--- config.mk ---
export PLATFORM = sky130hd
export DESIGN_NAME = legged_robot_mode_supervisor_unit
export DESIGN_NICKNAME = d
export VERILOG_FILES = /design/src/sv/lrms_pkg.sv /design/src/sv/lrms_ctrl.sv /design/src/sv/lrms_dp.sv /design/src/sv/legged_robot_mode_supervisor_unit.sv
export SDC_FILE = /design/constraint.sdc
export NUM_CORES = 1
export LEC_CHECK = 0
export BUFFER_PORTS_ARGS = -buffer_cell sky130_fd_sc_hd__buf_4
export CAP_MARGIN = 10
export CORE_MARGIN = 4
export CORE_UTILIZATION = 27
export CTS_BUF_LIST = sky130_fd_sc_hd__clkbuf_8
export DETAILED_ROUTE_END_ITERATION = 7
export GPL_ROUTABILITY_DRIVEN = 0
export PLACE_DENSITY = 0.42
export SYNTH_ARGS = -nofsm -noshare
export SYNTH_HDL_FRONTEND = slang
export SYNTH_HIERARCHICAL = 1
export SYNTH_SLANG_ARGS = --single-unit
--- constraint.sdc ---
create_clock -name clk -period 12.4 [get_ports clk]
set_clock_uncertainty 0.15 [all_clocks]
set_input_delay 2.48 -clock clk [delete_from_list [all_inputs] [get_ports clk]]
set_output_delay 2.48 -clock clk [all_outputs]
set_load 0.01 [all_outputs]
--- src/sv/lrms_pkg.sv ---
//------------------------------------------------------------------------------
// lrms_pkg
// types and constants shared by the mode supervisor modules
//------------------------------------------------------------------------------
package lrms_pkg;

    localparam logic [2:0] CMD_TICK   = 3'd0;
    localparam logic [2:0] CMD_INIT   = 3'd1;
    localparam logic [2:0] CMD_SYSREQ = 3'd2;
    localparam logic [2:0] CMD_ROBREQ = 3'd3;
    localparam logic [2:0] CMD_LEG    = 3'd4;
    localparam logic [2:0] CMD_MOTION = 3'd5;
    localparam logic [2:0] CMD_ESTOP  = 3'd6;

    localparam logic [1:0] R_UNKNOWN = 2'd0;
    localparam logic [1:0] R_PACKED  = 2'd1;
    localparam logic [1:0] R_READY   = 2'd2;
    localparam logic [1:0] R_RUNNING = 2'd3;

    localparam logic [2:0] ERR_NONE    = 3'd0;
    localparam logic [2:0] ERR_BUSY    = 3'd1;
    localparam logic [2:0] ERR_BADTR   = 3'd2;
    localparam logic [2:0] ERR_BADLEG  = 3'd3;
    localparam logic [2:0] ERR_NOTRUN  = 3'd4;
    localparam logic [2:0] ERR_LIMIT   = 3'd5;
    localparam logic [2:0] ERR_TIMEOUT = 3'd6;

    localparam logic [1:0] REG_SEQ_EN   = 2'd0;
    localparam logic [1:0] REG_MAN_LIM  = 2'd1;
    localparam logic [1:0] REG_PACK     = 2'd2;
    localparam logic [1:0] REG_RUN_TO   = 2'd3;

    localparam logic [6:0] PCT_STEP1 = 7'd33;
    localparam logic [6:0] PCT_STEP2 = 7'd66;
    localparam logic [6:0] PCT_FULL  = 7'd100;

    typedef enum logic [2:0] {
        ST_IDLE,
        ST_EXEC,
        ST_DIV,
        ST_FINISH,
        ST_OUT
    } ctrl_state_t;

    typedef struct packed {
        logic exec;
        logic div_step;
        logic finish;
        logic out_load;
    } ctrl_cmd_t;

    typedef struct packed {
        logic need_div;
        logic div_done;
    } ctrl_status_t;

endpackage

--- src/sv/lrms_ctrl.sv ---
//------------------------------------------------------------------------------
// lrms_ctrl
// sequencer for one beat: execute, optional progress divide, finish, output
//------------------------------------------------------------------------------
module lrms_ctrl
    import lrms_pkg::*;
(
    input  logic         clk,
    input  logic         rst_n,
    input  logic         in_fire,
    input  logic         out_free,
    input  ctrl_status_t status,
    output ctrl_cmd_t    cmd,
    output logic         busy
);

    ctrl_state_t state_reg;
    ctrl_state_t state_next;

    always_ff @(posedge clk or negedge rst_n)
    begin
        if (!rst_n)
        begin
            state_reg <= ST_IDLE;
        end
        else
        begin
            state_reg <= state_next;
        end
    end

    always_comb
    begin
        state_next = state_reg;
        cmd        = '0;
        busy       = 1'b1;
        unique case (state_reg)
            ST_IDLE:
            begin
                busy = 1'b0;
                if (in_fire)
                begin
                    state_next = ST_EXEC;
                end
            end
            ST_EXEC:
            begin
                cmd.exec   = 1'b1;
                state_next = ST_DIV;
            end
            ST_DIV:
            begin
                if (!status.need_div || status.div_done)
                begin
                    state_next = ST_FINISH;
                end
                else
                begin
                    cmd.div_step = 1'b1;
                end
            end
            ST_FINISH:
            begin
                cmd.finish = 1'b1;
                state_next = ST_OUT;
            end
            ST_OUT:
            begin
                if (out_free)
                begin
                    cmd.out_load = 1'b1;
                    state_next   = ST_IDLE;
                end
            end
            default:
            begin
                state_next = ST_IDLE;
            end
        endcase
    end

endmodule

--- src/sv/lrms_dp.sv ---
//------------------------------------------------------------------------------
// lrms_dp
// supervisor state, command execution and restoring progress divider
//------------------------------------------------------------------------------
module lrms_dp
    import lrms_pkg::*;
#(
    parameter int LEG_COUNT = 6
)
(
    input  logic         clk,
    input  logic         rst_n,
    input  ctrl_cmd_t    ctl,
    output ctrl_status_t status,
    input  logic         in_fire,
    input  logic [2:0]   cmd_in,
    input  logic [1:0]   target_in,
    input  logic [2:0]   leg_in,
    input  logic [1:0]   mode_in,
    input  logic         motion_in,
    input  logic [1:0]   pose_in,
    input  logic         seq_en,
    input  logic [2:0]   man_lim,
    input  logic [15:0]  pack_ms,
    input  logic [15:0]  run_ms,
    output logic         r_ok,
    output logic [2:0]   r_err,
    output logic         r_sys,
    output logic [1:0]   r_robot,
    output logic [1:0]   r_walk,
    output logic         r_trans,
    output logic [6:0]   r_prog,
    output logic [1:0]   r_step,
    output logic [2:0]   r_man,
    output logic         r_errf
);

    logic [2:0]  c_cmd_reg;
    logic [1:0]  c_tgt_reg;
    logic [2:0]  c_leg_reg;
    logic [1:0]  c_mode_reg;
    logic        c_mot_reg;
    logic [1:0]  c_pose_reg;

    logic        init_reg, sys_now_reg, sys_want_reg;
    logic [1:0]  rob_now_reg, rob_want_reg, walk_reg;
    logic        tact_reg;
    logic [16:0] tel_reg;
    logic [15:0] sel_reg;
    logic        srun_reg;
    logic [1:0]  step_reg;
    logic [1:0]  legs_reg [LEG_COUNT];
    logic        mot_reg;
    logic [6:0]  prog_reg;
    logic        errs_reg;
    logic        ok_reg;
    logic [2:0]  err_reg;
    logic        pdone_reg;
    logic        need_div_reg;

    logic [22:0] num_reg;
    logic [15:0] rem_reg;
    logic [6:0]  quo_reg;
    logic [4:0]  dcnt_reg;

    logic        init_next, sys_now_next, sys_want_next;
    logic [1:0]  rob_now_next, rob_want_next, walk_next;
    logic        tact_next;
    logic [16:0] tel_next;
    logic [15:0] sel_next;
    logic        srun_next;
    logic [1:0]  step_next;
    logic [1:0]  legs_next [LEG_COUNT];
    logic        mot_next;
    logic [6:0]  prog_next;
    logic        errs_next;
    logic        ok_next;
    logic [2:0]  err_next;
    logic        pdone_next;
    logic        need_div_next;
    logic [22:0] num_next;

    logic [2:0]  man_sat;
    logic [17:0] lim;
    logic        move_ok;
    logic        was_c, will_c;
    logic [2:0]  leg_sel;
    logic [1:0]  leg_old;
    logic [16:0] rem_sh;
    logic [16:0] rem_sub;

    function automatic logic leg_in_range(input logic [2:0] l);
        leg_in_range = ({29'd0, l} < LEG_COUNT);
    endfunction

    function automatic logic [2:0] count_legs(input logic [1:0] lm [LEG_COUNT]);
        logic [3:0] n;
        n = '0;
        for (int i = 0; i < LEG_COUNT; i++)
        begin
            if (lm[i] == 2'd1 || lm[i] == 2'd2)
            begin
                n = n + 4'd1;
            end
        end
        count_legs = (n > 4'd7) ? 3'd7 : n[2:0];
    endfunction

    assign leg_sel = leg_in_range(c_leg_reg) ? c_leg_reg : 3'd0;
    assign leg_old = legs_reg[leg_sel[$clog2(LEG_COUNT > 1 ? LEG_COUNT : 2)-1:0]];

    always_ff @(posedge clk)
    begin
        if (in_fire)
        begin
            c_cmd_reg  <= cmd_in;
            c_tgt_reg  <= target_in;
            c_leg_reg  <= leg_in;
            c_mode_reg <= mode_in;
            c_mot_reg  <= motion_in;
            c_pose_reg <= pose_in;
        end
    end

    // main execution, leaves timed progress division pending
    always_comb
    begin
        init_next     = init_reg;
        sys_now_next  = sys_now_reg;
        sys_want_next = sys_want_reg;
        rob_now_next  = rob_now_reg;
        rob_want_next = rob_want_reg;
        walk_next     = walk_reg;
        tact_next     = tact_reg;
        tel_next      = tel_reg;
        sel_next      = sel_reg;
        srun_next     = srun_reg;
        step_next     = step_reg;
        legs_next     = legs_reg;
        mot_next      = mot_reg;
        prog_next     = prog_reg;
        errs_next     = errs_reg;
        ok_next       = 1'b1;
        err_next      = ERR_NONE;
        pdone_next    = 1'b0;
        need_div_next = 1'b0;
        num_next      = '0;
        man_sat       = count_legs(legs_reg);
        lim           = '0;
        move_ok       = 1'b0;
        was_c         = 1'b0;
        will_c        = 1'b0;
        case (c_cmd_reg)
            CMD_TICK:
            begin
                if (init_reg)
                begin
                    if (sys_now_reg != sys_want_reg)
                    begin
                        if (!sys_want_reg)
                        begin
                            mot_next  = 1'b0;
                            tact_next = 1'b0;
                            srun_next = 1'b0;
                            sel_next  = '0;
                            if (rob_now_reg == R_RUNNING)
                            begin
                                walk_next = 2'd0;
                            end
                            errs_next    = 1'b0;
                            sys_now_next = 1'b0;
                        end
                        else
                        begin
                            sys_now_next = 1'b1;
                            errs_next    = 1'b0;
                        end
                    end
                    if (tact_next)
                    begin
                        if (tel_next != 17'h1FFFF)
                        begin
                            tel_next = tel_next + 17'd1;
                        end
                        lim = (rob_want_next == R_PACKED || rob_want_next == R_READY)
                            ? {1'b0, pack_ms, 1'b0} : {2'b00, run_ms};
                        if ({1'b0, tel_next} > lim)
                        begin
                            errs_next = 1'b1;
                            tact_next = 1'b0;
                            srun_next = 1'b0;
                            sel_next  = '0;
                            err_next  = ERR_TIMEOUT;
                        end
                    end
                    if (rob_now_next != R_RUNNING)
                    begin
                        walk_next = 2'd0;
                    end
                    else
                    begin
                        case (walk_next)
                            2'd0: if (mot_next) walk_next = 2'd1;
                            2'd1: walk_next = 2'd2;
                            2'd2: if (!mot_next) walk_next = 2'd3;
                            default: walk_next = 2'd0;
                        endcase
                    end
                    if (tact_next)
                    begin
                        if (rob_now_next == rob_want_next)
                        begin
                            tact_next = 1'b0;
                            srun_next = 1'b0;
                            sel_next  = '0;
                        end
                        else
                        begin
                            case (rob_now_next)
                                R_UNKNOWN:
                                begin
                                    rob_now_next = (c_pose_reg == 2'd2) ? R_READY : R_PACKED;
                                    tact_next    = 1'b0;
                                    srun_next    = 1'b0;
                                    sel_next     = '0;
                                    prog_next    = '0;
                                    pdone_next   = 1'b1;
                                end
                                R_PACKED:
                                begin
                                    need_div_next = (rob_want_next == R_READY)
                                        || (rob_want_next == R_RUNNING && !seq_en);
                                    if (!need_div_next)
                                    begin
                                        prog_next  = '0;
                                        pdone_next = 1'b1;
                                    end
                                end
                                R_READY:
                                begin
                                    if (rob_want_next == R_PACKED)
                                    begin
                                        need_div_next = 1'b1;
                                    end
                                    else if (rob_want_next == R_RUNNING)
                                    begin
                                        if (seq_en)
                                        begin
                                            pdone_next = 1'b1;
                                            if (!srun_next)
                                            begin
                                                srun_next = 1'b1;
                                                step_next = 2'd1;
                                                prog_next = PCT_STEP1;
                                            end
                                            else if (step_next == 2'd1)
                                            begin
                                                step_next = 2'd2;
                                                prog_next = PCT_STEP2;
                                            end
                                            else
                                            begin
                                                step_next = 2'd3;
                                                srun_next = 1'b0;
                                                prog_next = PCT_FULL;
                                            end
                                        end
                                        else
                                        begin
                                            rob_now_next = R_RUNNING;
                                            walk_next    = 2'd0;
                                            prog_next    = PCT_FULL;
                                            pdone_next   = 1'b1;
                                        end
                                    end
                                    else
                                    begin
                                        prog_next  = '0;
                                        pdone_next = 1'b1;
                                    end
                                end
                                default:
                                begin
                                    if (rob_want_next == R_READY)
                                    begin
                                        if (walk_next != 2'd0)
                                        begin
                                            mot_next = 1'b0;
                                        end
                                        else
                                        begin
                                            pdone_next = 1'b1;
                                            if (!srun_next)
                                            begin
                                                srun_next = 1'b1;
                                                step_next = 2'd1;
                                                prog_next = PCT_STEP1;
                                            end
                                            else if (step_next == 2'd1)
                                            begin
                                                step_next = 2'd2;
                                                prog_next = PCT_STEP2;
                                            end
                                            else
                                            begin
                                                step_next = 2'd3;
                                                srun_next = 1'b0;
                                                prog_next = PCT_FULL;
                                            end
                                        end
                                    end
                                    else
                                    begin
                                        prog_next  = '0;
                                        pdone_next = 1'b1;
                                    end
                                end
                            endcase
                            if (need_div_next)
                            begin
                                if (!srun_next)
                                begin
                                    srun_next = 1'b1;
                                    sel_next  = '0;
                                    step_next = 2'd1;
                                end
                                else if (sel_next != 16'hFFFF)
                                begin
                                    sel_next = sel_next + 16'd1;
                                end
                                if (sel_next >= pack_ms)
                                begin
                                    srun_next     = 1'b0;
                                    sel_next      = '0;
                                    prog_next     = PCT_FULL;
                                    need_div_next = 1'b0;
                                    pdone_next    = 1'b1;
                                end
                                else
                                begin
                                    num_next = {1'b0, sel_next, 6'd0}
                                        + {2'd0, sel_next, 5'd0}
                                        + {5'd0, sel_next, 2'd0};
                                end
                            end
                        end
                    end
                    for (int i = 0; i < LEG_COUNT; i++)
                    begin
                        if (legs_next[i] == 2'd2 && walk_next == 2'd0)
                        begin
                            legs_next[i] = 2'd1;
                        end
                        else if (legs_next[i] == 2'd3)
                        begin
                            legs_next[i] = 2'd0;
                        end
                    end
                end
            end
            CMD_INIT:
            begin
                rob_now_next  = (c_pose_reg == 2'd1) ? R_PACKED
                              : (c_pose_reg == 2'd2) ? R_READY : R_UNKNOWN;
                rob_want_next = rob_now_next;
                sys_now_next  = 1'b1;
                sys_want_next = 1'b1;
                init_next     = 1'b1;
                errs_next     = 1'b0;
            end
            CMD_SYSREQ:
            begin
                if (c_tgt_reg != {1'b0, sys_now_reg})
                begin
                    if (c_tgt_reg[1])
                    begin
                        ok_next  = 1'b0;
                        err_next = ERR_BADTR;
                    end
                    else if (tact_reg)
                    begin
                        ok_next  = 1'b0;
                        err_next = ERR_BUSY;
                    end
                    else
                    begin
                        sys_want_next = c_tgt_reg[0];
                    end
                end
            end
            CMD_ROBREQ:
            begin
                if (c_tgt_reg != rob_now_reg)
                begin
                    unique case (rob_now_reg)
                        R_UNKNOWN: move_ok = 1'b1;
                        R_PACKED:  move_ok = (c_tgt_reg == R_READY)
                                          || (c_tgt_reg == R_RUNNING && !seq_en);
                        R_READY:   move_ok = (c_tgt_reg == R_PACKED)
                                          || (c_tgt_reg == R_RUNNING);
                        default:   move_ok = (c_tgt_reg == R_READY)
                                          || (c_tgt_reg == R_PACKED && !seq_en);
                    endcase
                    if (!move_ok)
                    begin
                        ok_next  = 1'b0;
                        err_next = ERR_BADTR;
                    end
                    else if (tact_reg)
                    begin
                        ok_next  = 1'b0;
                        err_next = ERR_BUSY;
                    end
                    else
                    begin
                        rob_want_next = c_tgt_reg;
                        srun_next     = 1'b0;
                        sel_next      = '0;
                        tact_next     = 1'b1;
                        tel_next      = '0;
                    end
                end
            end
            CMD_LEG:
            begin
                if (!leg_in_range(c_leg_reg))
                begin
                    ok_next  = 1'b0;
                    err_next = ERR_BADLEG;
                end
                else if (rob_now_reg != R_RUNNING)
                begin
                    ok_next  = 1'b0;
                    err_next = ERR_NOTRUN;
                end
                else
                begin
                    was_c = (leg_old == 2'd1) || (leg_old == 2'd2);
                    will_c = (c_mode_reg == 2'd1) || (c_mode_reg == 2'd2);
                    if (will_c && !was_c && (man_sat >= man_lim))
                    begin
                        ok_next  = 1'b0;
                        err_next = ERR_LIMIT;
                    end
                    else
                    begin
                        for (int i = 0; i < LEG_COUNT; i++)
                        begin
                            if (3'(i) == c_leg_reg)
                            begin
                                legs_next[i] = c_mode_reg;
                            end
                        end
                    end
                end
            end
            CMD_MOTION:
            begin
                mot_next = c_mot_reg;
            end
            CMD_ESTOP:
            begin
                mot_next  = 1'b0;
                tact_next = 1'b0;
                srun_next = 1'b0;
                sel_next  = '0;
                if (rob_now_reg == R_RUNNING)
                begin
                    walk_next = 2'd0;
                end
                errs_next = 1'b0;
            end
            default:
            begin
                ok_next = 1'b0;
            end
        endcase
        if (!ok_next && err_next != ERR_NONE)
        begin
            errs_next = 1'b1;
        end
    end

    assign status.need_div = need_div_reg;
    assign status.div_done = (dcnt_reg == 5'd23);

    assign rem_sh  = {rem_reg, num_reg[22]};
    assign rem_sub = rem_sh - {1'b0, pack_ms};

    always_ff @(posedge clk)
    begin
        if (ctl.exec)
        begin
            num_reg  <= num_next;
            rem_reg  <= '0;
            quo_reg  <= '0;
        end
        else if (ctl.div_step)
        begin
            num_reg <= {num_reg[21:0], 1'b0};
            if (rem_sh >= {1'b0, pack_ms})
            begin
                rem_reg <= rem_sub[15:0];
                quo_reg <= {quo_reg[5:0], 1'b1};
            end
            else
            begin
                rem_reg <= rem_sh[15:0];
                quo_reg <= {quo_reg[5:0], 1'b0};
            end
        end
    end

    always_ff @(posedge clk or negedge rst_n)
    begin
        if (!rst_n)
        begin
            dcnt_reg <= '0;
        end
        else if (ctl.exec)
        begin
            dcnt_reg <= '0;
        end
        else if (ctl.div_step)
        begin
            dcnt_reg <= dcnt_reg + 5'd1;
        end
    end

    always_ff @(posedge clk or negedge rst_n)
    begin
        if (!rst_n)
        begin
            init_reg     <= 1'b0;
            sys_now_reg  <= 1'b0;
            sys_want_reg <= 1'b0;
            rob_now_reg  <= R_UNKNOWN;
            rob_want_reg <= R_UNKNOWN;
            walk_reg     <= 2'd0;
            tact_reg     <= 1'b0;
            tel_reg      <= '0;
            sel_reg      <= '0;
            srun_reg     <= 1'b0;
            step_reg     <= 2'd0;
            for (int i = 0; i < LEG_COUNT; i++)
            begin
                legs_reg[i] <= 2'd0;
            end
            mot_reg      <= 1'b0;
            prog_reg     <= '0;
            errs_reg     <= 1'b0;
            ok_reg       <= 1'b0;
            err_reg      <= ERR_NONE;
            pdone_reg    <= 1'b0;
            need_div_reg <= 1'b0;
        end
        else if (ctl.exec)
        begin
            init_reg     <= init_next;
            sys_now_reg  <= sys_now_next;
            sys_want_reg <= sys_want_next;
            rob_now_reg  <= rob_now_next;
            rob_want_reg <= rob_want_next;
            walk_reg     <= walk_next;
            tact_reg     <= tact_next;
            tel_reg      <= tel_next;
            sel_reg      <= sel_next;
            srun_reg     <= srun_next;
            step_reg     <= step_next;
            legs_reg     <= legs_next;
            mot_reg      <= mot_next;
            prog_reg     <= prog_next;
            errs_reg     <= errs_next;
            ok_reg       <= ok_next;
            err_reg      <= err_next;
            pdone_reg    <= pdone_next;
            need_div_reg <= need_div_next;
        end
        else if (ctl.finish)
        begin
            if (need_div_reg)
            begin
                prog_reg <= quo_reg;
            end
            else if (pdone_reg && prog_reg == PCT_FULL && tact_reg)
            begin
                rob_now_reg <= rob_want_reg;
                tact_reg    <= 1'b0;
                srun_reg    <= 1'b0;
                sel_reg     <= '0;
            end
        end
    end

    assign r_ok    = ok_reg;
    assign r_err   = err_reg;
    assign r_sys   = sys_now_reg;
    assign r_robot = rob_now_reg;
    assign r_walk  = walk_reg;
    assign r_trans = tact_reg;
    assign r_prog  = prog_reg;
    assign r_step  = step_reg;
    assign r_man   = count_legs(legs_reg);
    assign r_errf  = errs_reg;

endmodule

--- src/sv/legged_robot_mode_supervisor_unit.sv ---
// each input beat runs through the exec, div, finish and out states; a pack or unpack tick
// also runs the 23-step restoring divider for progress percent
// input: one beat at a time, next input taken the cycle after the result register
// loads, and a result waits in the out state while the sink still holds the last one
// reset: rst_n asynchronous, clears sequencer, supervisor state and out_valid, and loads register reset values
//------------------------------------------------------------------------------
// legged_robot_mode_supervisor_unit
// robot mode supervisor top level with apb-style configuration port
//------------------------------------------------------------------------------
module legged_robot_mode_supervisor_unit
    import lrms_pkg::*;
#(
    parameter int LEG_COUNT = 6
)
(
    input  logic        clk,
    input  logic        rst_n,
    input  logic        psel,
    input  logic        penable,
    input  logic        pwrite,
    input  logic [3:0]  paddr,
    input  logic [31:0] pwdata,
    output logic [31:0] prdata,
    output logic        pready,
    input  logic        in_valid,
    output logic        in_ready,
    input  logic [2:0]  cmd,
    input  logic [1:0]  target_state,
    input  logic [2:0]  leg_select,
    input  logic [1:0]  leg_mode,
    input  logic        motion_request,
    input  logic [1:0]  detected_pose,
    output logic        out_valid,
    input  logic        out_ready,
    output logic        accepted,
    output logic [2:0]  error_code,
    output logic        system_state_out,
    output logic [1:0]  robot_state_out,
    output logic [1:0]  walk_state_out,
    output logic        in_transition,
    output logic [6:0]  progress_percent,
    output logic [1:0]  sequence_step,
    output logic [2:0]  manual_legs,
    output logic        error_flag
);

    logic        seq_en_reg;
    logic [2:0]  man_lim_reg;
    logic [15:0] pack_reg;
    logic [15:0] run_reg;
    logic        out_valid_reg;
    logic        busy;
    logic        in_fire;
    logic        out_free;
    ctrl_cmd_t    ctl;
    ctrl_status_t status;

    logic        r_ok, r_sys, r_trans, r_errf;
    logic [2:0]  r_err, r_man;
    logic [1:0]  r_robot, r_walk, r_step;
    logic [6:0]  r_prog;

    assign pready   = 1'b1;
    assign in_ready = !busy;
    assign in_fire  = in_valid && in_ready;
    assign out_free = !out_valid_reg || out_ready;

    always_ff @(posedge clk or negedge rst_n)
    begin
        if (!rst_n)
        begin
            seq_en_reg  <= 1'b0;
            man_lim_reg <= 3'd2;
            pack_reg    <= 16'd2000;
            run_reg     <= 16'd5000;
        end
        else if (psel && penable && pwrite)
        begin
            unique case (paddr[3:2])
                REG_SEQ_EN:  seq_en_reg  <= pwdata[0];
                REG_MAN_LIM: man_lim_reg <= pwdata[2:0];
                REG_PACK:    pack_reg    <= pwdata[15:0];
                default:     run_reg     <= pwdata[15:0];
            endcase
        end
    end

    always_comb
    begin
        unique case (paddr[3:2])
            REG_SEQ_EN:  prdata = {31'd0, seq_en_reg};
            REG_MAN_LIM: prdata = {29'd0, man_lim_reg};
            REG_PACK:    prdata = {16'd0, pack_reg};
            default:     prdata = {16'd0, run_reg};
        endcase
    end

    lrms_ctrl u_ctrl (
        .clk      (clk),
        .rst_n    (rst_n),
        .in_fire  (in_fire),
        .out_free (out_free),
        .status   (status),
        .cmd      (ctl),
        .busy     (busy)
    );

    lrms_dp #(
        .LEG_COUNT (LEG_COUNT)
    ) u_dp (
        .clk       (clk),
        .rst_n     (rst_n),
        .ctl       (ctl),
        .status    (status),
        .in_fire   (in_fire),
        .cmd_in    (cmd),
        .target_in (target_state),
        .leg_in    (leg_select),
        .mode_in   (leg_mode),
        .motion_in (motion_request),
        .pose_in   (detected_pose),
        .seq_en    (seq_en_reg),
        .man_lim   (man_lim_reg),
        .pack_ms   (pack_reg),
        .run_ms    (run_reg),
        .r_ok      (r_ok),
        .r_err     (r_err),
        .r_sys     (r_sys),
        .r_robot   (r_robot),
        .r_walk    (r_walk),
        .r_trans   (r_trans),
        .r_prog    (r_prog),
        .r_step    (r_step),
        .r_man     (r_man),
        .r_errf    (r_errf)
    );

    always_ff @(posedge clk or negedge rst_n)
    begin
        if (!rst_n)
        begin
            out_valid_reg <= 1'b0;
        end
        else if (ctl.out_load)
        begin
            out_valid_reg <= 1'b1;
        end
        else if (out_ready)
        begin
            out_valid_reg <= 1'b0;
        end
    end

    always_ff @(posedge clk)
    begin
        if (ctl.out_load)
        begin
            accepted         <= r_ok;
            error_code       <= r_err;
            system_state_out <= r_sys;
            robot_state_out  <= r_robot;
            walk_state_out   <= r_walk;
            in_transition    <= r_trans;
            progress_percent <= r_prog;
            sequence_step    <= r_step;
            manual_legs      <= r_man;
            error_flag       <= r_errf;
        end
    end

    assign out_valid = out_valid_reg;

endmodule

* After elaboration in Yosys (flattened, before gate mapping) *
Index checks and enable logic that the tools add are counted.

word-level totals
  bits in registers = 200
  input port bits = 56
  output and inout port bits = 58
  word-level logic and storage cells = 551

cells by class
  add/subtract/negate cells = 11
  order comparisons = 7
  eq/ne operators = 107
  multiplexer cells = 285
  bitwise logic cells = 3
  reduce and logical (&&, ||, !) cells = 88

operator list
  cell                                                                    number
  16-bit 2-to-1 mux                                                       29
  23-bit 2-to-1 mux                                                       8
  17-bit 2-to-1 mux                                                       10
  2-bit 2-to-1 mux                                                        64
  7-bit 2-to-1 mux                                                        16
  1-bit 2-to-1 mux                                                        107
  16-bit case mux with 3 select lines                                     2
  8-bit AND reduction                                                     7
  12-bit 2-to-1 mux                                                       4
  2-bit equality test (second input constant)                             23
  3-bit 2-to-1 mux                                                        14
  2-bit by 1-bit != test with 1-bit output (second input constant)        17
  17-bit case mux with 2 select lines                                     1
  2-bit by 1-bit equality test with 1-bit output (second input constant)  15
  3-bit by 1-bit != test with 1-bit output (second input constant)        8
  12-bit case mux with 2 select lines                                     1
  2-bit nonzero test                                                      12
  22-bit by 21-bit adder with 23-bit output                               1
  23-bit by 18-bit adder with 23-bit output                               1
  7-bit case mux with 3 select lines                                      1
  4-bit by 1-bit adder with 4-bit output (second input constant)          5
  4-bit 2-to-1 mux                                                        5
  2-bit != test (second input constant)                                   10
  2-bit case mux with 2 select lines                                      5
  other kinds (58)                                                        135

* Logic depth before layout (Yosys ltp) *
Gate-level depths: netlist (run 1).

  depth after elaboration = 36
  mapped depth = 41
  mapped depth without buffers = 39

* Cells and area by module *
The synthesis (run 1) kept the hierarchy.

modules (own cells, without submodules)
  module                             times used  cells each  area each (sq um)  seq. area each (sq um)
  lrms_dp                            1           1285        10995.5            3433.3
  legged_robot_mode_supervisor_unit  1           163         2576.2             1631.6
  lrms_ctrl                          1           18          191.4              75.1

* Worst setup path after synthesis (run 1) *
No wires, ideal clock.

  kind = flip-flop to flip-flop
  start = reg u_dp.tel_reg[4]
  end = reg u_dp.prog_reg[5] (netlist: u_dp/r_prog[5])
  setup time = 0.125 ns
  arrival time = 7.783 ns
  data required time = 12.125 ns
  path slack = 4.342 ns
  cell stages (with the launch flop) = 39
  buffers on the path = 3
  clock period less this slack = 8.058 ns
  path through = dfrtp_1 buf_2 nand3_1 nor4_2 nand3_1 and4_1 clkbuf_1 nand3_1 nor2_1 and3_1 xor2_1 ha_1 nand4_1 nor4_2 a211oi_1 nand2_1 a31oi_1 clkbuf_1 (+3 left out) nor2_1 and3_1 a21oi_1 nand3_1 o21a_1 o21ai_0 inv_1 ha_1 a21o_1 a21o_1 a211oi_1 o21bai_1 a21o_1 a221o_1 a22o_1 a21oi_2 a31oi_1 mux2_2

on the way
  word-level cells in the longest chain between the ends = 33
  elaborated cells between the ends (all ways) = 59
  those cells by class = add/sub (2); order compare (2); eq/ne (3); mux (51); reduce/logical (1)

ends and longest elaborated chain
  item                                                                                               RTL line                        source
  start, declared                                                                                    lrms_dp.sv:48                   logic [16:0] tel_reg;
  start signal, assigned                                                                             lrms_dp.sv:566                  tel_reg <= tel_next;
  17-bit by 1-bit adder with 17-bit output or 17-bit != test (tied branches)                         lrms_dp.sv:183, lrms_dp.sv:181
  17-bit 2-to-1 mux *                                                                                lrms_dp.sv:181                  if (tel_next != 17'h1FFFF)
  17-bit 2-to-1 mux *                                                                                lrms_dp.sv:179                  if (tact_next)
  17-bit 2-to-1 mux *                                                                                lrms_dp.sv:156                  if (init_reg)
  17-bit 2-to-1 mux *                                                                                lrms_dp.sv:153                  case (c_cmd_reg)
  17-bit by 18-bit > comparator with 1-bit output *                                                  lrms_dp.sv:187                  if ({1'b0, tel_next} > lim)
  parallel branches: the longest is 27 deep, another holds 16-bit by 1-bit adder with 16-bit output  -
  end signal, assigned                                                                               lrms_dp.sv:572                  prog_reg <= prog_next;
  end signal, assigned                                                                               lrms_dp.sv:583                  prog_reg <= quo_reg;
  end, declared                                                                                      lrms_dp.sv:54                   logic [6:0] prog_reg;

Every way passes the cells marked *. The select of a mux whose other input is x is not followed.
A chain may end at the register's enable or synchronous reset.

* Final worst setup path (run 1) *
  start = reg u_dp.tel_reg[0]
  end = reg u_dp.prog_reg[5] (netlist: u_dp/r_prog[5])

The elaborated chain is that of the path after synthesis.

==> results of run 1 <==
-- cell families (layout without fill, tap and decap cells) --
logic type | Yosys count | in the layout | synth area share, %
simple gates | 435 | 435 | 15.4
compound gates | 358 | 358 | 17.3
flops | 198 | 198 | 37.3
buf+inv | 177 | 228 | 5.76
mux | 113 | 113 | 8.75
fa+ha+maj | 112 | 112 | 10.8
xor+xnor | 71 | 71 | 4.52
other cells | 2 | 18 | 0.0546
-- Yosys cell counts (all sizes together) (30+ instances only) --
| library cell | instances |
|---|---|
| a211oi | 30 |
| a21oi | 73 |
| buf | 38 |
| clkbuf | 34 |
| dfrtp | 106 |
| edfxtp | 57 |
| ha | 100 |
| inv | 104 |
| mux2 | 49 |
| mux2i | 63 |
| nand2 | 123 |
| nand3 | 31 |
| nor2 | 125 |
| o21ai | 94 |
| xnor2 | 43 |
-- path summary, 6_finish.rpt --
path | start | end | depth (start not counted)
max | u_dp/tel_reg[0]$_DFFE_PN0P_ | u_dp/r_prog[5]$_DFFE_PN0P_ | 37
min | u_dp/r_ok$_DFFE_PN0P_ | accepted$_DFFE_PP_ | 0
max reg2reg | u_dp/tel_reg[0]$_DFFE_PN0P_ | u_dp/r_prog[5]$_DFFE_PN0P_ | 37
min reg2reg | u_dp/r_ok$_DFFE_PN0P_ | accepted$_DFFE_PP_ | 0
max in group asynchronous | rst_n | u_dp/r_prog[4]$_DFFE_PN0P_ | 2
min in group asynchronous | rst_n | u_dp/tel_reg[16]$_DFFE_PN0P_ | 1
-- layout make-up --
class	instances	share of cell area, %
antenna	1	0.0163
clock buffer	17	1.53
clock inverter	15	0.889
inverter	105	2.57
multi-input combinational	1106	51.5
sequential	198	33.5
tap	672	5.48
timing repair buffer	91	4.45
-- metal layers --
metal	vias up	share of wire, %	track usage (%)
met1	5319	51	20.2
li1	5331	-	-
met2	196	44	22.1
met3	38	3.3	2.32
met4	0	2.0	4.62
met5	-	0	0
-- worst max-delay path, delay by kind of cell, from the launching register on --
kind                     cells  cell delay [ps]
XOR/XNOR                     1              150
adder cells (fa/ha/maj)      4             1110
flip-flops                   1              440
AO/OA/AOI/OAI               14             3350
AND/OR/NAND/NOR             15             3570
multiplexers                 1              280
buffers and inverters        2              400
-- per-stage QoR --
stage	hold WS, ps	setup WS [ps]
6_report	322	2810
2_1_floorplan	273	4340
3_3_place_gp	287	2860
4_1_cts	322	2760
5_1_grt	343	1990
3_5_place_dp	288	2830
-- power by group --
part           switching (W)  internal [W]  leakage (nW)
sequential          0.000118      0.000817          2.24
clock               0.000247      0.000177         0.200
combinational       0.000586      0.000386          4.22
total               0.000951       0.00138          6.66
==> key figures, run 1 <==
Final layout
  • Number of fill cells: about 5400
  • Fraction of layout instances using a drive strength above 1: 13.1%
  • Flip-flop count of the largest register, all copies and words added: 21
  • Post-route non-filler standard cell count: around 2200
  • Number of nets in the layout: 1687
  • Non-Filler Cell Area, Final: 15300 sq um
  • Combined flip-flop and latch cell area: 5140 sq um
  • Most frequent standard cell in the layout excluding fill and tap cells: sky130_fd_sc_hd__nor2_1
  • Multi-input combinational cell area: just under 8000 sq um
  • End-of-flow core utilization: 30.5%
  • Synth-to-Final Area Change: 11.4%
  • Most used cells in the layout excluding fill and tap cells: 124 x sky130_fd_sc_hd__nor2_1, 123 x sky130_fd_sc_hd__nand2_1, 106 x sky130_fd_sc_hd__inv_1, 106 x sky130_fd_sc_hd__dfrtp_1, 100 x sky130_fd_sc_hd__ha_1

Min path
  • Path category of the worst min-delay check: flip-flop to flip-flop

Setup path
  • Crit path capture type: flip-flop
  • Peak per-stage delay on the critical path: 610 ps
  • Critical path data arrival time: 9850 ps
  • Slowest cell on the critical path: sky130_fd_sc_hd__o21ai_0
  • Register-to-register path setup slack: ~2800 ps
  • Maximum fanout count along the critical path: 12
  • Required time worst endpoint: 12660 ps
  • Type of element launching the critical path: flip-flop
  • Type of the worst setup path: flip-flop to flip-flop

Synth
  • Yosys Warn Count: 6
  • EDFF count, synth: 57
  • Unique masters post-synth: 86
  • Most common flop cell mapped by yosys: sky130_fd_sc_hd__dfrtp_1
  • Synthesized flop and latch total: just under 200
  • Post-synthesis async set-or-reset flop share: 59.6%
  • Ranking of synthesized cells by area: sky130_fd_sc_hd__dfrtp_1 19%, sky130_fd_sc_hd__edfxtp_1 12%, sky130_fd_sc_hd__ha_1 9.1%
  • Leading area contributor after synthesis: sky130_fd_sc_hd__dfrtp_1
  • Average cell area after synthesis: 9.39 sq um
  • Part of the Yosys area used for sequential elements: between 30% and 40%
  • Post-synthesis cell area: 13800 sq um
  • Area fraction of the dominant cell type after synthesis: approximately a fifth
  • Cells after synthesis: ~1500

Run status
  • Status: completed

Timing
  • Slew headroom: a little over a fifth
  • Final clock period utilization by the worst path: ~77%
  • Setup TNS after final layout: 0 ps
  • Final-report hold violation count: 0
  • Measured slew at the worst slew-check pin: ~1200 ps
  • Time the final worst path needs with I/O delays and setup: roughly 9600 ps
  • Final slew viol count: 0
  • RSZ-0062 raised after global routing: false
  • Final setup fails: 0
  • Highest attainable clock frequency: 104 MHz

Route
  • Total routed wirelength: 37.8 mm
  • Via density: 4.94
  • Drt pass-1 iters: 5
  • Initial detailed-routing violation count: approximately 530
  • Via total after detailed routing: roughly 11000
  • WL/cell: 17.2 um
  • DRC violations left: 0
  • Detail Route Antenna Nets: 0

Clocking
  • Number of sinks driven by the clock tree: 198
  • Latest clock arrival within the worst-skew pair: 520 ps
  • Number of levels the H-tree was split into: 4
  • Hold-fix buffer count after cts: 0
  • Post-cts gate resize count: 0
  • Total clock buffers created by CTS: 17
  • Clock tree from TritonCTS: built
  • Clock-pin slew reported for the worst setup and hold paths after clock tree synthesis: ~110 ps
  • Cell chosen for the clock root: sky130_fd_sc_hd__clkbuf_8
  • Maximum clock path buffer count: 2
  • Post-CTS Setup Inserts: 0

Placed design
  • Placed Instances: 2172
  • Sum of net half-perimeters after detailed placement: 28.1 mm
  • Count of port buffers added during placement: 78
  • Placed Instance Area: about 15000 sq um

Power
  • PD cells: roughly 150 nW/um^2
  • Post-route total power: 0.00233 W
  • Cell leakage power: 6.66 nW
  • Max VDD drop: roughly 64 uV

Floorplan
  • Area enclosed by the die boundary: roughly 55000 sq um
  • Vertical die dimension: 234 um
  • Row count: 82
  • Width of the die: 234 um
  • Initial Utilization: 27.4%
  • Placeable Area: 50300 sq um
  • Number of top-level design ports: 114

Global routing
  • Antenna violations before repair: 1
  • Pin count of the biggest net entering global routing: between 60 and 70
  • Grt total ovfl: 0
  • All-Layer GR Usage: about 14%
  • Wire length of the first global-routing pass: 61.4 mm
  • Via count of the first global-routing pass: 11077

Flow run
  • Max Cap Violations: 0
Power figures use the tool's default switching activity.
==> run 2, diff against run 1 <==
--- a/config.mk
+++ b/config.mk
@@ -12,7 +12,7 @@
 export CTS_BUF_LIST = sky130_fd_sc_hd__clkbuf_8
 export DETAILED_ROUTE_END_ITERATION = 7
 export GPL_ROUTABILITY_DRIVEN = 0
-export PLACE_DENSITY = 0.42
+export PLACE_DENSITY = 0.44
 export SYNTH_ARGS = -nofsm -noshare
 export SYNTH_HDL_FRONTEND = slang
 export SYNTH_HIERARCHICAL = 1
==> constraint.sdc (replaced) <==
create_clock -name clk -period 8.6 [get_ports clk]
set_clock_uncertainty 0.15 [all_clocks]
set_input_delay 1.72 -clock clk [delete_from_list [all_inputs] [get_ports clk]]
set_output_delay 1.72 -clock clk [all_outputs]
set_load 0.01 [all_outputs]
==> run 2 against run 1 <==
  * Clock-buffer cell count increased by 4
  * Critical path depth unchanged
  * Final cell count up 1.5%
  * Largest power group unchanged
  * First-iteration DRC count up 38%
  * Core utilization rose by 0.68 points
  * Non-clock buffer count increased by 33
  * Critical endpoint unchanged
==> key figures, run 2 (same netlist as run 1, synthesis figures left out) <==
Placed design
  • Count of port buffers added during placement: 78 (unchanged)
  • Sum of net half-perimeters after detailed placement: 28.7 mm (+1.9%)
  • Placed Instance Area: 15200 sq um (+1.7%)

Final layout
  • Synth-to-Final Area Change: 13.9%
  • Number of fill cells: 5327 (-0.60%)
  • End-of-flow core utilization: 31.2% (+0.68 points)
  • Most used cells in the layout excluding fill and tap cells: 124 x sky130_fd_sc_hd__buf_4, 122 x sky130_fd_sc_hd__nand2_1, 122 x sky130_fd_sc_hd__nor2_1
  • Most frequent standard cell in the layout excluding fill and tap cells: sky130_fd_sc_hd__buf_4
  • Multi-input combinational cell area: 7960 sq um (+0.70%)
  • Combined flip-flop and latch cell area: 5140 sq um (unchanged)
  • Non-Filler Cell Area, Final: 15700 sq um (+2.2%)
  • Flip-flop count of the largest register, all copies and words added: 21 (unchanged)
  • Fraction of layout instances using a drive strength above 1: 15.5% (+2.4 points)
  • Number of nets in the layout: 1720 (+2.0%)

Setup path
  • Slowest cell on the critical path: sky130_fd_sc_hd__dfrtp_1
  • Required time worst endpoint: 8860 ps (-3800 ps)
  • Critical path data arrival time: 8320 ps (-1530 ps)
  • Maximum fanout count along the critical path: 9 (-3)
  • Type of the worst setup path: flip-flop to flip-flop
  • Type of element launching the critical path: flip-flop
  • Peak per-stage delay on the critical path: 440 ps (-170 ps)
  • Crit path capture type: flip-flop

Route
  • Via density: 4.91 (-0.52%)
  • WL/cell: 16.9 um (-1.2%)
  • DRC violations left: 0 (unchanged)
  • Detail Route Antenna Nets: 0 (unchanged)
  • Initial detailed-routing violation count: 738 (+38%)
  • Drt pass-1 iters: 7 (+2)
  • Total routed wirelength: 37.9 mm (+0.24%)
  • Via total after detailed routing: 10989 (+0.96%)

Timing
  • Measured slew at the worst slew-check pin: 955 ps (-233 ps)
  • Final slew viol count: 0 (unchanged)
  • Setup TNS after final layout: 0 ps (unchanged)
  • Highest attainable clock frequency: 124 MHz (+19%)
  • Final-report hold violation count: 0 (unchanged)
  • Slew headroom: 36.3% (+16 points)
  • Hold Worst Slack: 313 ps (-9.28 ps)
  • Final clock period utilization by the worst path: 93.7% (+16 points)
  • RSZ-0062 raised after global routing: false
  • Time the final worst path needs with I/O delays and setup: 8060 ps (-1530 ps)
  • Final setup fails: 0 (unchanged)

Clocking
  • Maximum clock path buffer count: 2 (unchanged)
  • Number of levels the H-tree was split into: 4 (unchanged)
  • Clock-pin slew reported for the worst setup and hold paths after clock tree synthesis: 110 ps (about the same)
  • Clock tree from TritonCTS: built
  • Post-CTS Setup Inserts: 0 (unchanged)
  • Number of sinks driven by the clock tree: 198 (unchanged)
  • Latest clock arrival within the worst-skew pair: 520 ps (about the same)
  • Cell chosen for the clock root: sky130_fd_sc_hd__clkbuf_8
  • Total clock buffers created by CTS: 17 (unchanged)

Floorplan
  • Placeable Area: 50300 sq um (unchanged)
  • Area enclosed by the die boundary: 54700 sq um (unchanged)
  • Row count: 82 (unchanged)
  • Vertical die dimension: 234 um (unchanged)
  • Width of the die: 234 um (unchanged)
  • Initial Utilization: 27.4% (unchanged)
  • Number of top-level design ports: 114 (unchanged)

Min path
  • Path category of the worst min-delay check: flip-flop to flip-flop

Power
  • PD cells: 218 nW/um^2 (+44%)
  • Cell leakage power: 6.84 nW (+2.8%)
  • Post-route total power: 0.00342 W (+47%)
  • Max VDD drop: 81.4 uV (+28%)

Global routing
  • Via count of the first global-routing pass: 10953 (-1.1%)
  • Pin count of the biggest net entering global routing: 67 (-1.5%)
  • Wire length of the first global-routing pass: 61.4 mm (about the same)
  • All-Layer GR Usage: 14.1% (-0.069 points)
  • Grt total ovfl: 0 (unchanged)
  • Antenna violations before repair: 1 (unchanged)

Run status
  • Status: completed

Flow run
  • Max Cap Violations: 0 (unchanged)
run 2: final timing paths:
| kind | to | slack [ps] | cells past startpoint | startpoint |
|---|---|---|---|---|
| worst max register to register | u_dp/r_prog[5]$_DFFE_PN0P_ | 540 | 37 | u_dp/tel_reg[0]$_DFFE_PN0P_ |
| min in group asynchronous | u_dp/tel_reg[15]$_DFFE_PN0P_ | 1210 | 1 | rst_n |
| max in group asynchronous | u_dp/sel_reg[10]$_DFFE_PN0P_ | 5760 | 2 | rst_n |
| worst min register to register | error_code[1]$_DFFE_PP_ | 310 | 0 | u_dp/r_err[1]$_DFFE_PN0P_ |
| worst max-delay path | u_dp/r_prog[5]$_DFFE_PN0P_ | 540 | 37 | u_dp/tel_reg[0]$_DFFE_PN0P_ |
| worst min-delay path | error_code[1]$_DFFE_PP_ | 310 | 0 | u_dp/r_err[1]$_DFFE_PN0P_ |
run 2: report_power, final:
part	total [W]	switching [W]	internal, W
Combinational	0.00142	0.000849	0.000569
Clock	0.000649	0.000358	0.000290
Sequential	0.00135	0.000174	0.00118
Total	0.00342	0.00138	0.00204
run 2: critical path: cells and delay by family (launching register included):
kind                     cells  cell delay (ps)
AO/OA/AOI/OAI               15             3120
XOR/XNOR                     1              100
adder cells (fa/ha/maj)      4             1070
buffers and inverters        2              290
flip-flops                   1              440
multiplexers                 1              290
AND/OR/NAND/NOR             14             2460
run 2: timing repair:
item / in CTS / in global routing
endpoints found under the setup margin: 0 / 39
gates resized for setup: 0 / 14
hold buffers: 0 / 0
run 2: final cells by class:
type	count	share of cell area, %
clock buffers	21	1.84
well taps	672	5.36
clock inverters	11	0.758
multi-input cells	1106	50.8
inverters	105	2.51
flip-flops and latches	198	32.8
diodes	1	0.0160
repair buffers	124	5.94
run 2: layer usage:
layer	share of wire, %	up-vias	GRT usage [%]
li1	-	5411	-
met1	50	5356	20.4
met2	45	204	22.4
met3	3.2	18	2.37
met4	1.0	0	2.86
met5	0	-	0
run 2: metrics by stage:
stage                     worst slack (ps)  instances
after global routing                  15.1       2238
final                                  543       2238
after CTS                              152       2237
after floorplan                        542       1481
after global placement                 228       2205
after detailed placement               275       2205
==> run 3, diff against run 2 <==
--- a/config.mk
+++ b/config.mk
@@ -7,12 +7,14 @@
 export LEC_CHECK = 0
 export BUFFER_PORTS_ARGS = -buffer_cell sky130_fd_sc_hd__buf_4
 export CAP_MARGIN = 10
+export CELL_PAD_IN_SITES_DETAIL_PLACEMENT = 1
+export CELL_PAD_IN_SITES_GLOBAL_PLACEMENT = 1
 export CORE_MARGIN = 4
 export CORE_UTILIZATION = 27
 export CTS_BUF_LIST = sky130_fd_sc_hd__clkbuf_8
 export DETAILED_ROUTE_END_ITERATION = 7
 export GPL_ROUTABILITY_DRIVEN = 0
-export PLACE_DENSITY = 0.44
+export PLACE_DENSITY = 0.53
 export SYNTH_ARGS = -nofsm -noshare
 export SYNTH_HDL_FRONTEND = slang
 export SYNTH_HIERARCHICAL = 1
==> run 3 against run 2 <==
  * Worst hold slack improved by 0.74 ps
  * Global-route usage grew 1.8 points
  * Die area is the same
  * Clock power grew 6.3%
  * Maximum frequency barely moved
  * Core utilization rose by 0.43 points
  * Total power increased by 3.3%
  * Largest power group unchanged
==> key figures, run 3 (same netlist as run 1, synthesis figures left out) <==
Global routing
  • Fraction of met2 tracks used by global routing: 26.6% (+4.2 points)
  • All-Layer GR Usage: 15.9% (+1.8 points)
  • Wire length of the first global-routing pass: 68.5 mm (+12%)
  • Via count of the first global-routing pass: 12140 (+11%)
  • Met3 routing resource usage after global routing: 2.68% (+0.32 points)
  • Antenna violations before repair: 1 (unchanged)
  • Pin count of the biggest net entering global routing: 72 (+7.5%)
  • GRT busiest layer: met2
  • Grt total ovfl: 0 (unchanged)
  • Grt met1 use: 21.3% (+0.87 points)

Power
  • Max VDD drop: 92.6 uV (+14%)
  • Clock power share: 19.5% (+0.5 points)
  • Switch Pwr: 0.00147 W (+6.1%)
  • Cell leakage power: 6.97 nW (+1.8%)
  • Sw Ratio: 41.5% (+1.1 points)
  • Power share of the combinational group: 42.0% (+0.5 points)
  • Sequential share of power: 38.4% (-1.1 points)
  • PD cells: 222 nW/um^2 (+2.0%)
  • P_int: 0.00207 W (+1.5%)

Floorplan
  • Area enclosed by the die boundary: 54700 sq um (unchanged)
  • Width of the die: 234 um (unchanged)
  • Row count: 82 (unchanged)
  • Vertical die dimension: 234 um (unchanged)
  • Initial Utilization: 27.4% (unchanged)
  • Number of top-level design ports: 114 (unchanged)
  • Placeable Area: 50300 sq um (unchanged)

Setup path
  • Count of buffering cells on the critical path with inverters included: 3 (+1)
  • Required time worst endpoint: 8860 ps (about the same)
  • Maximum fanout count along the critical path: 4 (-5)
  • Peak per-stage delay on the critical path: 540 ps (+100 ps)
  • Logic depth of the worst path, buffers included: 38 (+2.7%)
  • Slowest cell on the critical path: sky130_fd_sc_hd__fa_1
  • Cell family contributing the most delay on the critical path: simple AND/OR/NAND/NOR gates
  • Critical path data arrival time: 8310 ps (about the same)
  • Crit path capture type: flip-flop
  • Depth of the worst register-to-register path: 38 (+2.7%)
  • Type of element launching the critical path: flip-flop
  • Type of the worst setup path: flip-flop to flip-flop

Route
  • Total routed wirelength: 42.0 mm (+11%)
  • WL/cell: 18.6 um (+9.5%)
  • Via density: 4.96 (+1.1%)
  • Via total after detailed routing: 11231 (+2.2%)
  • DRC violations left: 0 (unchanged)
  • Initial detailed-routing violation count: 455 (-38%)
  • Drt pass-1 iters: 5 (-2)
  • Detail Route Antenna Nets: 0 (unchanged)

Min path
  • Path category of the worst min-delay check: flip-flop to flip-flop
  • Worst Hold Depth: 0 (unchanged)

Clocking
  • Maximum clock path buffer count: 2 (unchanged)
  • Cell chosen for the clock root: sky130_fd_sc_hd__clkbuf_8
  • Latest clock arrival within the worst-skew pair: 580 ps (+60 ps)
  • Total clock buffers created by CTS: 17 (unchanged)
  • Clock tree from TritonCTS: built
  • Clock-pin slew reported for the worst setup and hold paths after clock tree synthesis: 120 ps (about the same)
  • Number of levels the H-tree was split into: 4 (unchanged)
  • Number of sinks driven by the clock tree: 198 (unchanged)

Placed design
  • Count of port buffers added during placement: 78 (unchanged)
  • Placed Instance Area: 15400 sq um (+1.1%)
  • Sum of net half-perimeters after detailed placement: 31.6 mm (+10%)
  • Worst setup slack before clock tree synthesis: 291 ps (+15.1 ps)

Flow run
  • Max Cap Violations: 0 (unchanged)

Timing
  • Measured slew at the worst slew-check pin: 1040 ps (+86.4 ps)
  • Slack of the critical path: 547 ps (+4.32 ps)
  • RSZ-0062 raised after global routing: true
  • Time the final worst path needs with I/O delays and setup: 8050 ps (-4.32 ps)
  • Final-report hold violation count: 0 (unchanged)
  • Setup TNS after final layout: 0 ps (unchanged)
  • Highest attainable clock frequency: 124 MHz (about the same)
  • Slew headroom: 30.6% (-5.8 points)
  • Final clock period utilization by the worst path: 93.6% (about the same)
  • Final setup fails: 0 (unchanged)
  • Final slew viol count: 0 (unchanged)

Final layout
  • Most frequent standard cell in the layout excluding fill and tap cells: sky130_fd_sc_hd__buf_4
  • Fraction of layout instances using a drive strength above 1: 17.1% (+1.6 points)
  • Non-Filler Cell Area, Final: 15900 sq um (+1.4%)
  • End-of-flow core utilization: 31.6% (+0.43 points)
  • Flip-flop count of the largest register, all copies and words added: 21 (unchanged)
  • Number of nets in the layout: 1744 (+1.4%)
  • Most used cells in the layout excluding fill and tap cells: 147 x sky130_fd_sc_hd__buf_4, 123 x sky130_fd_sc_hd__nand2_1, 123 x sky130_fd_sc_hd__nor2_1
  • Synth-to-Final Area Change: 15.5%

Run status
  • Status: completed
run 3: path summary, 6_finish.rpt:
| check | startpoint | end | slack [ps] |
|---|---|---|---|
| max | u_dp/tel_reg[0]$_DFFE_PN0P_ | u_dp/num_reg[21]$_DFFE_PP_ | 550 |
| min | u_dp/r_ok$_DFFE_PN0P_ | accepted$_DFFE_PP_ | 310 |
| max reg2reg | u_dp/tel_reg[0]$_DFFE_PN0P_ | u_dp/num_reg[21]$_DFFE_PP_ | 550 |
| min reg2reg | u_dp/r_ok$_DFFE_PN0P_ | accepted$_DFFE_PP_ | 310 |
| max in group asynchronous | rst_n | u_dp/dcnt_reg[1]$_DFFE_PN0P_ | 5780 |
| min in group asynchronous | rst_n | u_dp/tel_reg[3]$_DFFE_PN0P_ | 1000 |
run 3: per-stage QoR:
stage | hold slack [ps] | total power (W) | instances
after floorplan | 273 | 0.00232 | 1481
after global placement | 284 | 0.00281 | 2227
after detailed placement | 291 | 0.00286 | 2227
after CTS | 320 | 0.00358 | 2259
after global routing | 332 | 0.00382 | 2262
final | 314 | 0.00353 | 2263
run 3: layout make-up:
type / instances / area (sq um)
inverter: 105 / 394
antenna: 2 / 5.00
timing repair buffer: 148 / 1110
clock buffer: 18 / 248
multi-input combinational: 1106 / 7970
sequential: 198 / 5140
tap: 672 / 841
clock inverter: 14 / 173
fill: 5887 / 34400
run 3: repair_timing:
action / 4_1_cts / 5_1_grt
gates resized for setup: 0 / 20
buffers inserted: 0 / 2
hold buffers: 0 / 0
endpoints found under the setup margin: 0 / 47
run 3: layer usage:
metal  vias to the layer above  routed length (um)
met5                         -                   0
met4                         0                 673
met3                        35                1160
met2                       138               20000
met1                      5607               20100
li1                       5451                   -
run 3: power groups by stage:
stage | logic (W) | registers [W] | clock network, W
2_1_floorplan | 0.00103 | 0.00129 | 0
3_3_place_gp | 0.00144 | 0.00137 | 0
3_5_place_dp | 0.00148 | 0.00138 | 0
4_1_cts | 0.00149 | 0.00136 | 0.000730
5_1_grt | 0.00168 | 0.00138 | 0.000759
6_report | 0.00148 | 0.00136 | 0.000690
run 3: worst register-to-register path, delay by kind of cell (launching register included):
family	cells	cell delay [ps]
compound gates	11	2030
xor+xnor	2	340
fa+ha+maj	5	1560
buf+inv	3	390
flops	1	420
simple gates	17	2970
